--- config.mk ---
export PLATFORM = sky130hd
export DESIGN_NAME = omta_row_alu
export DESIGN_NICKNAME = d
export VERILOG_FILES = /design/src/rtl/omta_pkg.sv /design/src/rtl/omta_row_alu.sv
export SDC_FILE = /design/constraint.sdc
export NUM_CORES = 1
export LEC_CHECK = 0
export ABC_AREA = 1
export BUFFER_PORTS_ARGS = -buffer_cell sky130_fd_sc_hd__buf_4
export CORE_AREA = 4 4 227 229
export DETAILED_ROUTE_END_ITERATION = 10
export DIE_AREA = 0 0 231 233
export MAX_ROUTING_LAYER = met4
export PLACE_DENSITY_LB_ADDON = 0.2
export SETUP_SLACK_MARGIN = 0.02
export SYNTH_ARGS = -nofsm -noshare
export SYNTH_HDL_FRONTEND = slang
export SYNTH_SLANG_ARGS = --single-unit
--- constraint.sdc ---
create_clock -name vclk -period 7.2
set_input_delay 0 -clock vclk [all_inputs]
set_output_delay 0 -clock vclk [all_outputs]
set_load 0.01 [all_outputs]
--- src/rtl/omta_pkg.sv ---
// ----------------------------------------------------------------------------
// omta_pkg
// Shared types, widths and tree shape helpers for the 8-ary max/argmax tree.
// ----------------------------------------------------------------------------
package omta_pkg;

   localparam int LEAF_IDX_W = 12;
   localparam int VAL_W      = 31;
   localparam int LEAVES_DEF = 4096;
   localparam int FANOUT_DEF = 8;

   typedef enum logic [3:0] {
      ST_CLEAR,
      ST_IDLE,
      ST_DIV,
      ST_UP_RD,
      ST_UP_WR,
      ST_TOP_RD,
      ST_TOP,
      ST_DN_RD,
      ST_DN_CMP
   } omta_state_type;

   // number of groups of f in n nodes (ceil), elaboration only
   function automatic int groups_of(input int n, input int f);
      int g;
      int s;
      g = 0;
      s = 0;
      while (s < n) begin
         s = s + f;
         g = g + 1;
      end
      return g;
   endfunction

   function automatic int level_count(input int leaves, input int f);
      int n;
      int c;
      n = leaves;
      c = 1;
      while (n > 1) begin
         n = groups_of(n, f);
         c = c + 1;
      end
      return c;
   endfunction

   // first row of level k; with k = level count it is the total row count
   function automatic int row_offset(input int leaves, input int f, input int k);
      int n;
      int off;
      int g;
      n   = leaves;
      off = 0;
      for (int j = 0; j < k; j++) begin
         g   = groups_of(n, f);
         off = off + g;
         n   = g;
      end
      return off;
   endfunction

endpackage

--- src/rtl/omta_row_alu.sv ---
// ----------------------------------------------------------------------------
// omta_row_alu
// Shared row unit: merges one child into a row, reduces the row to its
// maximum, and finds the first child equal to a key.
// ----------------------------------------------------------------------------
module omta_row_alu #(
   parameter int FANOUT = omta_pkg::FANOUT_DEF
) (
   input  logic [FANOUT*omta_pkg::VAL_W-1:0]   row_i,
   input  logic [$clog2(FANOUT)-1:0]           slot_i,
   input  logic [omta_pkg::VAL_W-1:0]          value_i,
   input  logic                                merge_i,
   input  logic [omta_pkg::VAL_W-1:0]          key_i,
   output logic [FANOUT*omta_pkg::VAL_W-1:0]   row_o,
   output logic [omta_pkg::VAL_W-1:0]          max_o,
   output logic [$clog2(FANOUT)-1:0]           match_slot_o,
   output logic                                match_o
);
   import omta_pkg::*;

   localparam int SLOT_W = $clog2(FANOUT);
   localparam int PAD    = 2 ** SLOT_W;

   logic [VAL_W-1:0] child [FANOUT];
   logic [VAL_W-1:0] node  [2*PAD-1];

   for (genvar i = 0; i < FANOUT; i++) begin : g_child
      assign child[i] = (merge_i && (slot_i == SLOT_W'(i))) ? value_i
                                                           : row_i[i*VAL_W +: VAL_W];
      assign row_o[i*VAL_W +: VAL_W] = child[i];
   end

   for (genvar i = 0; i < PAD; i++) begin : g_leaf
      if (i < FANOUT) begin : g_real
         assign node[PAD-1+i] = child[i];
      end else begin : g_pad
         assign node[PAD-1+i] = '0;
      end
   end

   for (genvar n = 0; n < PAD-1; n++) begin : g_tree
      assign node[n] = (node[2*n+1] >= node[2*n+2]) ? node[2*n+1] : node[2*n+2];
   end

   assign max_o = node[0];

   always_comb begin
      match_o      = 1'b0;
      match_slot_o = '0;
      for (int i = FANOUT-1; i >= 0; i--) begin
         if (child[i] == key_i) begin
            match_o      = 1'b1;
            match_slot_o = SLOT_W'(i);
         end
      end
   end

endmodule

==> impl_metrics.csv <==
group,metric,value,unit
clock_tree,holdBufCountCts,0,
sta,layout_setup_ws,0.255,ns
cells_and_area,syn_to_final_growth,53.6,%
sta,rsz0062_at_grt,"yes",
route,vias,21997,
sta,slew_headroom,42.5,%
route,wl_per_cell,25.0,um
global_routing,grt_max_degree,57,
cells_and_area,layout_common_cells,"nand2_1 (927), buf_4 (845), o21ai_0 (328), inv_1 (306), xor2_1 (216)",
sta,fin_hold_ws,0.348,ns
die,row_count,82,
worst_setup_path,crit_slowest_cell,"o21ai_0",
worst_setup_path,cp_slowest_stage_delay,0.44,ns
route,drc_errors,0,
die,design.core.area,49700,um^2
min_path,holdCritStartpoint,"row_i[68]",
placed_design,gp_congestion,1.04,
power_and_ir_drop,peakVddDrop,0.243,mV
placed_design,io_buffers,597,
cells_and_area,layout-drive-gt1-share,29.3,%
global_routing,track_usage,36.2,%
power_and_ir_drop,leakage,12.5,nW
route,totalWireLength,105000,um
global_routing,antenna_found_initial,4,
power_and_ir_drop,power_density,167,nW/um^2
cells_and_area,seqCellArea,0,um^2
sta,clock.fmax,144,MHz
worst_setup_path,cp.arrival,6.95,ns
die,die_w,231,um
synthesis,yosysWarnings,0,
min_path,worstHoldPathType,"in -> out",
cells_and_area,nClkBuffers,0,
global_routing,grt-ovfl-total,0,
cells_and_area,nFlopsAndLatches,0,
sta,drv_slew,0,
route,postRouteAntennaNets,0,
die,floorplan.initialDensity,29.4,%
outcome,status,"complete, no violations",
worst_setup_path,crit_type,"in -> out",
flow_run,maxCapViolations,0,
cells_and_area,mostFrequentLayoutCell,"nand2_1",
die,die_area,53800,um^2
synthesis,synth_nets,3265,
route,route.detailed.vias_per_inst,5.23,
synthesis,synth_area,14600,um^2
global_routing,grt_pass1_wl,141000,um
sta,hold_violations,0,
sta,worstMarginPinSlew,0.840,ns
placed_design,pre_cts_ws,-0.287,ns
synthesis,netlist_instances,2768,
power_and_ir_drop,total_power,0.00374,W
synthesis,syn_avg_cell_area,5.27,um^2
die,io_pins,597,
synthesis,synthDistinctLibCells,45,
route,drt_iter0_markers,1848,
worst_setup_path,required,7.20,ns
sta,setup_violations,0,
placed_design,dpl.hpwl,89500,um
sta,post-route-min-period,6.95,ns
cells_and_area,nets,4030,
worst_setup_path,critPathLaunchType,"input pin",
route,drt-pass1-iter-count,6,
die,dieHeight,233,um
sta,period_share,96.5,%
worst_setup_path,critPathCaptureType,"output pin",
worst_setup_path,critPathLaunch,"slot_i[0]",
worst_setup_path,cp_max_fo,20,
synthesis,yosysSeqAreaShare,0,%
cells_and_area,utilization,45.1,%
global_routing,grt_pass1_vias,20886,
-- per-stage QoR --
step / setup TNS [ns] / instances / area (um^2)
after floorplan: 0 / 2768 / 14600
after global placement: -6.54 / 4171 / 21600
after detailed placement: -6.00 / 4171 / 21600
after CTS: 0 / 4174 / 21600
after global routing: -1.35 / 4207 / 22400
final: 0 / 4208 / 22400
-- cell families after synthesis --
kind of cell | Yosys count | synth area share (%)
fa+ha+maj | 183 | 15.7
compound gates | 549 | 19.8
buf+inv | 451 | 11.9
xor+xnor | 221 | 13.3
simple gates | 1364 | 39.3
-- area by class of cell --
type	instances	area, um^2
fillers	5605	27200
multi-input cells	2319	13200
repair buffers	885	7130
inverters	327	1230
well taps	672	841
diodes	5	12.5
-- where the power goes --
part               internal, W  switching (W)
registers                    0              0
logic                  0.00146        0.00228
clock network  0.0000000000623              0
-- synth_stat cells (7+ instances only) --
cell | number | area share [%]
nand2_1 | 940 | 24
o21ai_0 | 395 | 14
inv_1 | 310 | 8.0
xor2_1 | 216 | 13
ha_1 | 183 | 16
nand3_1 | 128 | 4.4
nor2_1 | 118 | 3.0
a21oi_1 | 86 | 2.9
clkbuf_1 | 80 | 2.1
nand4_1 | 42 | 1.8
or2_2 | 42 | 1.8
nor4_1 | 39 | 1.7
o21ai_1 | 24 | 0.82
buf_2 | 21 | 0.72
buf_1 | 20 | 0.51
nor3_1 | 20 | 0.69
nand2_2 | 14 | 0.60
clkinv_1 | 10 | 0.26
inv_2 | 7 | 0.18
nor2_2 | 7 | 0.30
o21a_1 | 7 | 0.36
-- critical path: cells and delay by family --
kind	cells	cell delay [ns]
buffers and inverters	8	1.33
adder cells (fa/ha/maj)	3	0.95
AND/OR/NAND/NOR	18	2.13
AO/OA/AOI/OAI	11	2.47
-- what timing repair did --
| item | CTS | global route |
|---|---|---|
| cloned | 0 | 14 |
| setup buffers | 3 | 15 |
| gates resized for setup | 12 | 143 |
| endpoints found under the hold margin | 0 | 0 |
| pin swaps | 3 | 35 |
| setup endpoints to repair | 31 | 31 |
-- per-layer routing --
layer  vias up  track usage, %  part of all wire (%)
met5         -               -                     0
met4         0            14.5                   5.1
met3       210            3.71                   7.6
met2      1156            62.2                    47
met1     10079            43.4                    40
li1      10552               -                     -
-- final timing paths --
kind	depth (start not counted)	slack (ns)	to
setup / recovery	40	0.25	max_o[8]
hold / removal	4	0.35	row_o[68]
(Power assumes the default switching activity.)
